$ cat src/hdl/awvn_pkg.sv
// shared types and constants of the area weighted vertex normals block
package awvn_pkg;

   localparam int NODES   = 1024;
   localparam int ADDR_W  = $clog2(NODES);
   localparam int COORD_W = 24;
   localparam int ACC_W   = 56;
   localparam int NORM_W  = 16;

   localparam int DIFF_W    = COORD_W + 1;
   localparam int PROD_W    = 2 * DIFF_W;
   localparam int CROSS_W   = PROD_W + 1;
   localparam int VTX_W     = 3 * COORD_W;
   localparam int ACC_ENT_W = 3 * ACC_W + 1;
   localparam int MAG_W     = 30;
   localparam int SQ_W      = 2 * MAG_W;
   localparam int SUM_W     = 2 * MAG_W + 2;
   localparam int ROOT_W    = MAG_W + 2;
   localparam int BIT_W     = 2 * ROOT_W - 1;
   localparam int QUO_W     = NORM_W + 1;
   localparam int NUM_W     = MAG_W + NORM_W;
   localparam int CNT_W     = (ADDR_W > 6) ? ADDR_W : 6;

   localparam logic [1:0] CORNER_LAST = 2'd2;

   typedef enum logic [1:0] {
      ACT_CLEAR = 2'd0,
      ACT_LOAD  = 2'd1,
      ACT_TRI   = 2'd2,
      ACT_READ  = 2'd3
   } awvn_action_type;

   typedef enum logic [4:0] {
      ST_CLEAR,
      ST_IDLE,
      ST_LOAD,
      ST_VRD_A,
      ST_VRD_B,
      ST_VRD_C,
      ST_DIFF,
      ST_CROSS,
      ST_ACC_RD,
      ST_ACC_WR,
      ST_R_RD,
      ST_R_MAG,
      ST_SHIFT,
      ST_SQUARE,
      ST_SQRT,
      ST_DIV_INIT,
      ST_DIV_IT,
      ST_DIV_END,
      ST_RSP
   } awvn_state_type;

   typedef struct packed {
      logic             capture_req;
      logic             vtx_write;
      logic             vtx_read;
      logic             cap_a;
      logic             cap_b;
      logic             diff;
      logic             cross_step;
      logic             acc_clear;
      logic             acc_read;
      logic             acc_write;
      logic             res_oor;
      logic             mag_load;
      logic             shift;
      logic             sq_step;
      logic             sqrt_step;
      logic             div_init;
      logic             div_step;
      logic             q_store;
      logic             rsp_load;
      logic [1:0]       corner;
      logic [CNT_W-1:0] cnt;
   } awvn_cmd_type;

   typedef struct packed {
      logic a_ok;
      logic tri_ok;
      logic zero;
      logic need_shift;
      logic rsp_busy;
   } awvn_stat_type;

endpackage

$ cat src/hdl/awvn_ctrl.sv
// sequencing state machine of the vertex normals block
module awvn_ctrl (
   input  logic                   clock,
   input  logic                   reset,
   input  logic                   req_valid,
   input  logic [1:0]             req_action,
   output logic                   req_ready,
   input  awvn_pkg::awvn_stat_type stat,
   output awvn_pkg::awvn_cmd_type  cmd
);
   import awvn_pkg::*;

   awvn_state_type   state_ff, state_in;
   logic [CNT_W-1:0] cnt_ff, cnt_in;
   logic [1:0]       comp_ff, comp_in;

   always_ff @(posedge clock) begin
      if (reset) begin
         state_ff <= ST_CLEAR;
         cnt_ff   <= '0;
         comp_ff  <= '0;
      end else begin
         state_ff <= state_in;
         cnt_ff   <= cnt_in;
         comp_ff  <= comp_in;
      end
   end

   // next state
   always_comb begin
      state_in = state_ff;
      unique case (state_ff)
         ST_CLEAR:    if (cnt_ff == CNT_W'(NODES - 1)) state_in = ST_IDLE;
         ST_IDLE: begin
            if (req_valid) begin
               unique case (awvn_action_type'(req_action))
                  ACT_CLEAR: state_in = ST_CLEAR;
                  ACT_LOAD:  state_in = ST_LOAD;
                  ACT_TRI:   state_in = ST_VRD_A;
                  ACT_READ:  state_in = ST_R_RD;
               endcase
            end
         end
         ST_LOAD:     state_in = ST_IDLE;
         ST_VRD_A:    state_in = stat.tri_ok ? ST_VRD_B : ST_IDLE;
         ST_VRD_B:    state_in = ST_VRD_C;
         ST_VRD_C:    state_in = ST_DIFF;
         ST_DIFF:     state_in = ST_CROSS;
         ST_CROSS:    if (cnt_ff == CNT_W'(3)) state_in = ST_ACC_RD;
         ST_ACC_RD:   state_in = ST_ACC_WR;
         ST_ACC_WR:   state_in = (comp_ff == CORNER_LAST) ? ST_IDLE : ST_ACC_RD;
         ST_R_RD:     state_in = stat.a_ok ? ST_R_MAG : ST_RSP;
         ST_R_MAG:    state_in = ST_SHIFT;
         ST_SHIFT: begin
            priority if (stat.zero) state_in = ST_RSP;
            else if (!stat.need_shift) state_in = ST_SQUARE;
         end
         ST_SQUARE:   if (cnt_ff == CNT_W'(3)) state_in = ST_SQRT;
         ST_SQRT:     if (cnt_ff == CNT_W'(ROOT_W - 1)) state_in = ST_DIV_INIT;
         ST_DIV_INIT: state_in = ST_DIV_IT;
         ST_DIV_IT:   if (cnt_ff == CNT_W'(QUO_W - 1)) state_in = ST_DIV_END;
         ST_DIV_END:  state_in = (comp_ff == CORNER_LAST) ? ST_RSP : ST_DIV_INIT;
         ST_RSP:      if (!stat.rsp_busy) state_in = ST_IDLE;
         default:     state_in = ST_IDLE;
      endcase
   end

   // step counter restarts on every state change; corner counter clears in idle and advances per corner
   always_comb begin
      cnt_in  = (state_in != state_ff) ? '0 : cnt_ff + CNT_W'(1);
      comp_in = comp_ff;
      if (state_ff == ST_IDLE) comp_in = '0;
      else if ((state_ff == ST_ACC_WR && state_in == ST_ACC_RD) ||
               (state_ff == ST_DIV_END && state_in == ST_DIV_INIT))
         comp_in = comp_ff + 2'd1;
   end

   // outputs
   always_comb begin
      cmd        = '0;
      cmd.cnt    = cnt_ff;
      cmd.corner = comp_ff;
      req_ready  = 1'b0;
      unique case (state_ff)
         ST_CLEAR:    cmd.acc_clear = 1'b1;
         ST_IDLE: begin
            req_ready       = 1'b1;
            cmd.capture_req = req_valid;
         end
         ST_LOAD:     cmd.vtx_write = stat.a_ok;
         ST_VRD_A:    cmd.vtx_read = stat.tri_ok;
         ST_VRD_B: begin
            cmd.vtx_read = 1'b1;
            cmd.cap_a    = 1'b1;
            cmd.corner   = 2'd1;
         end
         ST_VRD_C: begin
            cmd.vtx_read = 1'b1;
            cmd.cap_b    = 1'b1;
            cmd.corner   = 2'd2;
         end
         ST_DIFF:     cmd.diff = 1'b1;
         ST_CROSS:    cmd.cross_step = 1'b1;
         ST_ACC_RD:   cmd.acc_read = 1'b1;
         ST_ACC_WR:   cmd.acc_write = 1'b1;
         ST_R_RD: begin
            cmd.acc_read = stat.a_ok;
            cmd.res_oor  = !stat.a_ok;
         end
         ST_R_MAG:    cmd.mag_load = 1'b1;
         ST_SHIFT:    cmd.shift = stat.need_shift && !stat.zero;
         ST_SQUARE:   cmd.sq_step = 1'b1;
         ST_SQRT:     cmd.sqrt_step = 1'b1;
         ST_DIV_INIT: cmd.div_init = 1'b1;
         ST_DIV_IT:   cmd.div_step = 1'b1;
         ST_DIV_END:  cmd.q_store = 1'b1;
         ST_RSP:      cmd.rsp_load = !stat.rsp_busy;
         default:     cmd = '0;
      endcase
   end

endmodule

$ cat config.mk
export PLATFORM = sky130hd
export DESIGN_NAME = awvn_ctrl
export DESIGN_NICKNAME = d
export VERILOG_FILES = /design/src/hdl/awvn_pkg.sv /design/src/hdl/awvn_ctrl.sv
export SDC_FILE = /design/constraint.sdc
export NUM_CORES = 1
export LEC_CHECK = 0
export ABC_AREA = 1
export BUFFER_PORTS_ARGS = -buffer_cell sky130_fd_sc_hd__buf_2
export CORE_MARGIN = 3
export CORE_UTILIZATION = 45
export CTS_BUF_LIST = sky130_fd_sc_hd__clkbuf_8
export DETAILED_ROUTE_END_ITERATION = 16
export PLACE_DENSITY = 0.79
export SKIP_CTS_REPAIR_TIMING = 1
export SYNTH_ARGS = -nofsm -noshare
export SYNTH_HDL_FRONTEND = slang
export SYNTH_SLANG_ARGS = --single-unit
$ cat constraint.sdc
create_clock -name clock -period 1.75 [get_ports clock]
set_input_delay 0.175 -clock clock [delete_from_list [all_inputs] [get_ports clock]]
set_output_delay 0.175 -clock clock [all_outputs]
set_load 0.01 [all_outputs]
==> results of run 1 <==
[final timing paths]
path         slack (ps)  cells past startpoint   startpoint          end
max                -480                     11  state_ff[3]       cmd[8]
min reg2reg         530                      2   comp_ff[1]   comp_ff[1]
min                 190                      2        reset  state_ff[2]
max reg2reg        -400                     14  state_ff[1]    cnt_ff[5]
[cell families after synthesis]
| group | share of synthesized area (%) |
|---|---|
| AND/OR/NAND/NOR | 51.7 |
| flip-flops | 21.1 |
| XOR/XNOR | 4.90 |
| AO/OA/AOI/OAI | 4.97 |
| buffers and inverters | 15.0 |
| adder cells (fa/ha/maj) | 2.33 |
[metrics by stage]
stage / power (W) / area, sq um / setup slack (ps) / TNS [ps] / instances
after floorplan: 0.00101 / 1610 / 7.62 / 0 / 277
after global placement: 0.00139 / 2310 / -310 / -6270 / 421
after detailed placement: 0.00140 / 2310 / -308 / -6230 / 421
after CTS: 0.00172 / 2360 / -589 / -11100 / 425
after global routing: 0.00224 / 2700 / -579 / -11750 / 439
final: 0.00212 / 2700 / -476 / -9440 / 439
[cell type report]
cell class	count	area [sq um]	share of cell area [%]
Multi-Input combinational cell	210	1220	45.3
Timing Repair Buffer	113	815	30.2
Sequential cell	17	357	13.2
Inverter	49	201	7.47
Tap cell	46	57.6	2.13
Clock buffer	3	41.3	1.53
Clock inverter	1	5.00	0.186
[placed cells by master (no fill, tap or decap), types with 4 or more instances in the layout]
master and n:
nand2_1 66, buf_4 62, inv_1 42, nor2_1 40, buf_2 38, nand3_1 20
nand2_2 14, dfxtp_1 12, buf_6 11, nor2_4 9, nor2_2 8, nand4_1 8
nand3_4 7, a21oi_1 6, xor2_1 6, inv_2 4, dfxtp_4 4
[metal layers]
layer	part of all wire, %	GRT usage [%]	vias to the layer above
li1	-	-	1104
met3	11	4.93	16
met2	48	41.1	139
met5	0	0	-
met1	40	36.7	1013
met4	2.1	5.44	0
[flip-flops by register name, summed over array words and instances (netlist names)]
register  flops
comp_ff       2
state_ff      5
cnt_ff       10
[critical path, delay by kind of cell, from the launching register on]
kind	cells	cell delay, ps
DFF	1	400
and+or+nand+nor	6	830
buffers and inverters	5	560
[report_power, final]
group          switching [W]  total, W  leakage (nW)  internal [W]
combinational       0.000726   0.00133          1.39      0.000601
clock               0.000158  0.000316        0.0255      0.000158
sequential         0.0000593  0.000481         0.141      0.000421
total               0.000943   0.00212          1.55       0.00118
[Yosys cell counts, drive strengths merged]
master,instances
nand2,82
nor2,56
inv,48
nand3,27
dfxtp,17
a21oi,8
nand4,8
xor2,6
buf,4
nor3,4
ha,3
o21ai,3
xnor2,3
nor4,2
a211oi,1
a31oi,1
clkinv,1
nand3b,1
nor4b,1
o211ai,1
==> results.sh, run 1 <==
export IMPL_status="complete, but fails checks"
export IMPL_violations="setup timing"
export IMPL_cp_max_fo=7
export IMPL_clk_pin_slew_ps=80
export IMPL_worstSetupEndpointType="output pin"
export IMPL_nFillCells=226
export IMPL_max_clock_path_buffers=2
export IMPL_setup_viol=25
export IMPL_vdd_drop_max_v=0.000664
export IMPL_area_delta_synth_final_pct=67.5
export IMPL_synth_area_sq_mm=0.00161
export IMPL_rows=21
export IMPL_ys_types=29
export IMPL_nets=407
export IMPL_avgRoutedWirePerCell_um=14.6
export IMPL_grt_usage_pct=26.1
export IMPL_cts_root_buf="clkbuf_8"
export IMPL_drt_iter0_drc=176
export IMPL_critPathSlowestCell="dfxtp_4"
export IMPL_timing_hold_ws_ps=193
export IMPL_io_buffers=41
export IMPL_slew_violations=0
export IMPL_drt_total_wl_um=6420
export IMPL_cts_sinks=17
export IMPL_rsz0062_at_grt="yes"
export IMPL_drive_gt1_share_pct=44.5
export IMPL_worstPathArrival_ps=2050
export IMPL_syn_nets=290
export IMPL_die_area_sq_mm=0.00433
export IMPL_viasPerCell=5.18
export IMPL_grt_overflow=0
export IMPL_place_detailed_hpwl_um=4380
export IMPL_final_antenna_net_count=0
export IMPL_criticalPathCategory="flip-flop to output pin"
export IMPL_fin_crit_sh_pct=127
export IMPL_cpPeakStageDelay_ps=400
export IMPL_worst_slack_ps=-476
export IMPL_leakage_nw=1.55
export IMPL_yosys_register_bits=17
export IMPL_ys_seq_area_share_pct=21.1
export IMPL_insertion_delay_ps=260
export IMPL_drc=0
export IMPL_path_cells="inv_4 -> nor2_4 -> buf_4 -> nand3_1 -> nand4_1 -> nor4b_4 -> buf_4 -> nand3_4 -> nand2_1 -> inv_1 -> buf_2"
export IMPL_htreeDepth=1
export IMPL_postSynthCellCount=277
export IMPL_die_x_um=65.8
export IMPL_core_area_sq_mm=0.00339
export IMPL_worst_slew_pin_slew_ps=316
export IMPL_cp_required_ps=1570
export IMPL_first_global_vias=1868
export IMPL_yosys_area_top_type_share_pct=21.1
export IMPL_finalHoldViolCount=0
export IMPL_max_cap_viol_count=0
export IMPL_synth_top_area_cell="dfxtp_1"
export IMPL_startpoint_type="flip-flop"
export IMPL_die_h_um=65.8
export IMPL_cp_common_cell="buf_4"
export IMPL_grt_max_degree=12
export IMPL_antenna_found_initial=0
export IMPL_fmax_mhz=449
export IMPL_place_congestion=1.02
export IMPL_fin_util_pct=79.6
export IMPL_via_count=2272
export IMPL_cts_made_buffers=3
export IMPL_clock_skew_ps=1.94
export IMPL_ys_warn_count=0
export IMPL_hold_path_class="input pin to flip-flop"
export IMPL_period_minus_slack_ps=2230
export IMPL_ios=42
export IMPL_cts_tree="done"
export IMPL_maxSlewHeadroom_pct=78.7
export IMPL_avgSynthCellArea_sq_um=5.81
export IMPL_p_per_area_mw_per_mm2=787
export IMPL_initial_core_util_pct=47.5
export IMPL_grt_first_pass_wirelength_um=8710
export IMPL_yosys_top_cells_area="dfxtp_1, nand2_1, nor2_1"
export IMPL_num_antenna_cells=0
export IMPL_dr_pass1_iters=4
Note: power is estimated with default switching activity, not from simulation.
==> inputs of run 2 (changes only) <==
--- a/config.mk
+++ b/config.mk
@@ -7,11 +7,13 @@
 export LEC_CHECK = 0
 export ABC_AREA = 1
 export BUFFER_PORTS_ARGS = -buffer_cell sky130_fd_sc_hd__buf_2
-export CORE_MARGIN = 3
+export CORE_ASPECT_RATIO = 0.6
+export CORE_MARGIN = 2
 export CORE_UTILIZATION = 45
 export CTS_BUF_LIST = sky130_fd_sc_hd__clkbuf_8
 export DETAILED_ROUTE_END_ITERATION = 16
 export PLACE_DENSITY = 0.79
+export RECOVER_POWER = 100
 export SKIP_CTS_REPAIR_TIMING = 1
 export SYNTH_ARGS = -nofsm -noshare
 export SYNTH_HDL_FRONTEND = slang
==> run 2 against run 1 <==
  * The run still ends with setup timing left
  * Worst setup slack worse by 59 ps
  * Flip-flop and latch count stayed put
  * Fmax down 2.6%
  * Critical path depth is 1 higher
  * Final cell count fell by 0.91%
  * Clock skew is 4.3 ps higher
  * Combinational power decreased by 8%
  * Sequential share of layout area rose by 0.30 points
  * Core utilization is 0.69 points lower
  * Via count up 8.1%
  * Clock power is 2% lower
  * Routed wire length grew 13%
==> results.sh, run 2 (same netlist as run 1, synthesis figures left out) <==
export IMPL_status="complete, but fails checks"
export IMPL_violations="setup timing"
export IMPL_via_count=2456
export IMPL_critPathSlowestCell="dfxtp_4"
export IMPL_path_cells="nand2_1 -> inv_2 -> nand3_2 -> nand2_4 -> inv_2 -> nand4_1 -> nor4b_4 -> buf_4 -> nand3_4 -> nand2_2 -> inv_1 -> buf_2"
export IMPL_viasPerCell=5.65
export IMPL_core_area_sq_mm=0.00334
export IMPL_area_delta_synth_final_pct=63.8
export IMPL_setup_viol=27
export IMPL_clk_pin_slew_ps=80
export IMPL_layout_common_cells="nand2_1, buf_4, inv_1"
export IMPL_cpPeakStageDelay_ps=400
export IMPL_drc=0
export IMPL_insertion_delay_ps=260
export IMPL_dr_pass1_iters=5
export IMPL_nets=404
export IMPL_cp_required_ps=1570
export IMPL_worstPathArrival_ps=2110
export IMPL_grt_usage_pct=30.7
export IMPL_max_cap_viol_count=0
export IMPL_final_cell_count_no_fill=435
export IMPL_rr_startpoint="state_ff[0]"
export IMPL_avgRoutedWirePerCell_um=16.6
export IMPL_fin_crit_sh_pct=131
export IMPL_leakage_nw=1.53
export IMPL_criticalPathCategory="flip-flop to output pin"
export IMPL_maxSlewHeadroom_pct=72.6
export IMPL_hp_start="reset"
export IMPL_p_per_area_mw_per_mm2=764
export IMPL_rows=16
export IMPL_fmax_mhz=438
export IMPL_startpoint_type="flip-flop"
export IMPL_timing_hold_ws_ps=175
export IMPL_max_clock_path_buffers=2
export IMPL_largest_register_ffs=10
export IMPL_worst_slew_pin_slew_ps=407
export IMPL_cts_made_buffers=3
export IMPL_slew_violations=0
export IMPL_cp_top_family="simple AND/OR/NAND/NOR gates"
export IMPL_first_global_vias=2027
export IMPL_die_x_um=81.2
export IMPL_largest_register="cnt_ff"
export IMPL_worst_slack_ps=-535
export IMPL_r2r_end="cnt_ff[3]"
export IMPL_htreeDepth=1
export IMPL_drt_iter0_drc=359
export IMPL_clock_skew_ps=6.23
export IMPL_largest_registers="cnt_ff: 10 flops, state_ff: 5 flops, comp_ff: 2 flops"
export IMPL_worst_r2r_path_depth=13
export IMPL_place_detailed_hpwl_um=4750
export IMPL_final_common_cell="nand2_1"
export IMPL_io_buffers=41
export IMPL_initial_core_util_pct=48.2
export IMPL_cts_tree="done"
export IMPL_period_minus_slack_ps=2280
export IMPL_hold_path_class="input pin to flip-flop"
export IMPL_antenna_found_initial=0
export IMPL_cts_root_buf="clkbuf_8"
export IMPL_cts_sinks=17
export IMPL_ios=42
export IMPL_hold_path_cell_count=2
export IMPL_grt_overflow=0
export IMPL_cp_common_cell="inv_2"
export IMPL_num_antenna_cells=0
export IMPL_finalHoldViolCount=0
export IMPL_min_to="state_ff[2]"
export IMPL_busiest_layer="met1"
export IMPL_worstSetupEndpointType="output pin"
export IMPL_grt_first_pass_wirelength_um=9530
export IMPL_dp_cells=421
export IMPL_fin_total_pwr_w=0.00201
export IMPL_vdd_drop_max_v=0.000534
export IMPL_rsz0062_at_grt="yes"
export IMPL_path_buf_inv=5
export IMPL_final_antenna_net_count=0
export IMPL_die_h_um=50.3
export IMPL_grt_max_degree=15
export IMPL_met2_usage_pct=43.3
export IMPL_place_congestion=1.06
export IMPL_grt_util_met3_pct=9.35
export IMPL_met1_usage_pct=46.9
export IMPL_drt_total_wl_um=7240
export IMPL_drive_gt1_share_pct=44.9
export IMPL_cp_max_fo=6
export IMPL_die_area_sq_mm=0.00409
export IMPL_reg2reg_slack_ps=-380
[run 2: how the worst max path moves through the flow]
stage / start / slack (ps) / depth (start not counted) / endpoint
2_1_floorplan: state_ff[4] / 8 / 10 / cmd[0]
3_3_place_gp: state_ff[0] / -350 / 10 / cmd[5]
3_5_place_dp: state_ff[0] / -420 / 13 / cnt_ff[3]
4_1_cts: state_ff[0] / -700 / 9 / cmd[1]
5_1_grt: state_ff[0] / -620 / 12 / cmd[5]
6_report: state_ff[0] / -530 / 12 / cmd[5]
[run 2: stage by stage]
| step | utilization (%) | worst slack, ps | instance area, sq um | setup TNS [ps] |
|---|---|---|---|---|
| after floorplan | - | 7.62 | 1610 | 0 |
| after global placement | 68.9 | -352 | 2300 | -7050 |
| after detailed placement | 68.9 | -416 | 2300 | -8630 |
| after CTS | 70.3 | -700 | 2350 | -13520 |
| after global routing | 78.9 | -618 | 2640 | -12350 |
| final | 78.9 | -535 | 2640 | -9850 |
[run 2: final cells by class]
class / count / area, sq um
Clock buffer: 3 / 41.3
Clock inverter: 1 / 3.75
Fill cell: 224 / 706
Inverter: 49 / 199
Multi-Input combinational cell: 208 / 1200
Sequential cell: 17 / 357
Tap cell: 45 / 56.3
Timing Repair Buffer: 112 / 777
[run 2: routing by layer]
layer | routed length [um] | share of wire [%]
met5 | 0 | 0
met4 | 213 | 2.9
met3 | 1060 | 15
met2 | 3050 | 42
met1 | 2910 | 40
[run 2: worst reg2reg max path, stage by stage, from the launching register on]
cell and delay, ps:
dfxtp_4 450, clkinv_8 70, buf_4 140, nand3_1 170, a21oi_2 90, nor2_2 200
nand3_1 110, nor2_2 170, nand2_1 70, nand2_1 60, nand2_1 60, nor2_2 160
nand3_4 170, nor2_1 150
[run 2: power breakdown]
group	switching [W]	internal, W
combinational	0.000713	0.000511
sequential	0.0000591	0.000421
clock	0.000154	0.000156
==> inputs of run 3 (changes only) <==
--- a/config.mk
+++ b/config.mk
@@ -12,9 +12,10 @@
 export CORE_UTILIZATION = 45
 export CTS_BUF_LIST = sky130_fd_sc_hd__clkbuf_8
 export DETAILED_ROUTE_END_ITERATION = 16
-export PLACE_DENSITY = 0.79
+export PLACE_DENSITY = 0.72
 export RECOVER_POWER = 100
 export SKIP_CTS_REPAIR_TIMING = 1
 export SYNTH_ARGS = -nofsm -noshare
 export SYNTH_HDL_FRONTEND = slang
 export SYNTH_SLANG_ARGS = --single-unit
+export TNS_END_PERCENT = 1
==> run 3 against run 2 <==
  * The run still ends with setup timing left
  * Sequential share of layout area up 0.72 points
  * Final area is 5.0% lower
  * Clock skew barely moved
  * Routed wire length shrank 17%
  * Core utilization shrank 4.0 points
  * Combinational power down 7%
  * Count of clock-buffer cells in the layout is the same
  * Critical endpoint is now cmd[3]
  * Largest power group unchanged
==> results.sh, run 3 (same netlist as run 1, synthesis figures left out) <==
export IMPL_layout_common_cells="nand2_1, buf_4, nor2_1"
export IMPL_wl_met3_um=670
export IMPL_antenna_found_initial=0
export IMPL_reg2reg_slack_ps=-310
export IMPL_cp_required_ps=1570
export IMPL_worstPathArrival_ps=2120
export IMPL_io_buffers=41
export IMPL_place_detailed_hpwl_um=4530
export IMPL_initial_core_util_pct=48.2
export IMPL_dr_pass1_iters=5
export IMPL_violations="setup timing"
export IMPL_grt_first_pass_wirelength_um=8690
export IMPL_max_clock_path_buffers=2
export IMPL_cp_max_fo=6
export IMPL_first_global_vias=1866
export IMPL_cts_root_buf="clkbuf_8"
export IMPL_rr_startpoint="state_ff[0]"
export IMPL_insertion_delay_ps=260
export IMPL_wl_met1_um=2840
export IMPL_cts_tree="done"
export IMPL_hold_path_class="input pin to flip-flop"
export IMPL_hold_path_cell_count=2
export IMPL_via_count=2246
export IMPL_drc=0
export IMPL_largest_register_ffs=10
export IMPL_ios=42
export IMPL_clk_pin_slew_ps=70
export IMPL_leakage_nw=1.49
export IMPL_place_congestion=1.04
export IMPL_placed_area_sq_mm=0.00229
export IMPL_rsz0062_at_grt="yes"
export IMPL_routed_top_layer="met4"
export IMPL_drive_gt1_share_pct=41.0
export IMPL_worstSetupStartpoint="state_ff[1]"
export IMPL_htreeDepth=1
export IMPL_max_cap_viol_count=0
export IMPL_rows=16
export IMPL_viasPerCell=5.25
export IMPL_fin_util_pct=74.9
export IMPL_drt_iter0_drc=223
export IMPL_grt_usage_pct=28.1
export IMPL_min_to="state_ff[4]"
export IMPL_die_x_um=81.2
export IMPL_drt_total_wl_um=6020
export IMPL_maxSlewHeadroom_pct=73.4
export IMPL_criticalPathCategory="flip-flop to output pin"
export IMPL_vdd_drop_max_v=0.000413
export IMPL_area_delta_synth_final_pct=55.6
export IMPL_nets=397
export IMPL_p_per_area_mw_per_mm2=756
export IMPL_slew_violations=0
export IMPL_dp_cells=419
export IMPL_grt_max_degree=12
export IMPL_largest_registers="cnt_ff: 10 flops, state_ff: 5 flops, comp_ff: 2 flops"
export IMPL_worstSetupEndpointType="output pin"
export IMPL_largest_register="cnt_ff"
export IMPL_cts_sinks=17
export IMPL_nFillCells=287
export IMPL_avgRoutedWirePerCell_um=14.1
export IMPL_fin_crit_sh_pct=131
export IMPL_core_area_sq_mm=0.00334
export IMPL_period_minus_slack_ps=2290
export IMPL_final_common_cell="nand2_1"
export IMPL_worst_r2r_path_depth=15
export IMPL_stdcell_area_sq_mm=0.00250
export IMPL_num_antenna_cells=0
export IMPL_startpoint_type="flip-flop"
export IMPL_fmax_mhz=436
export IMPL_setup_viol=25
export IMPL_pre_cts_ws_ps=-386
export IMPL_status="complete, but fails checks"
export IMPL_route_met2_wl_um=2370
export IMPL_die_h_um=50.3
export IMPL_hp_start="reset"
export IMPL_worst_slew_pin_slew_ps=396
export IMPL_grt_overflow=0
export IMPL_die_area_sq_mm=0.00409
export IMPL_cts_made_buffers=3
export IMPL_worst_slack_ps=-544
export IMPL_final_antenna_net_count=0
export IMPL_finalHoldViolCount=0
export IMPL_final_cell_count_no_fill=428
export IMPL_r2r_end="cnt_ff[9]"
export IMPL_clock_skew_ps=6.57
run 3: cell count changes in the layout (fill, tap and decap cells not counted), moves of 2 or more:
| cell | change |
|---|---|
| nand3_4 | -3 |
| nor2_4 | -3 |
| nand3_2 | +2 |
| buf_6 | -4 |
| nand2_2 | -9 |
| nor2_1 | +3 |
| nand2_1 | +10 |
| inv_1 | -2 |
| buf_4 | -6 |
| o21ai_0 | -2 |
run 3: worst max path at each step:
stage	slack, ps	to
2_1_floorplan	8	cmd[0]
3_3_place_gp	-330	cmd[0]
3_5_place_dp	-390	cmd[4]
4_1_cts	-690	cmd[4]
5_1_grt	-650	cmd[0]
6_report	-540	cmd[3]
run 3: worst max-delay path: stages, from the launching register on:
cell	delay [ps]
dfxtp_4	380
nand2_2	70
inv_2	50
nand3_2	90
nand2_2	80
inv_2	50
nand4_1	160
nor4b_4	470
nand3_2	220
nand2_1	120
inv_1	40
buf_2	120
run 3: final cells by class:
class	instances	area, sq um	share of cell area (%)
tap	45	56.3	2.25
clock inverter	1	3.75	0.150
multi-input combinational	208	1130	45.1
clock buffer	3	41.3	1.65
inverter	49	201	8.04
timing repair buffer	105	716	28.6
sequential	17	357	14.2
run 3: per-layer routing:
metal	track usage, %	vias up
met2	39.9	131
met3	6.83	27
met5	0	-
met1	43.6	1007
li1	-	1081
met4	3.11	0
run 3: power by group:
group / leakage (nW) / internal, W / switching, W / total (W)
clock: 0.0269 / 0.000156 / 0.000143 / 0.000299
combinational: 1.32 / 0.000491 / 0.000642 / 0.00113
sequential: 0.141 / 0.000421 / 0.0000412 / 0.000462
run 3: per-stage QoR:
stage / total power, W / setup TNS (ps) / hold WS [ps]
floorplan: 0.00101 / 0 / 244
global placement: 0.00137 / -6150 / 437
detailed placement: 0.00138 / -6850 / 441
CTS: 0.00167 / -11650 / 168
global route: 0.00200 / -11910 / 172
finish: 0.00189 / -9130 / 164
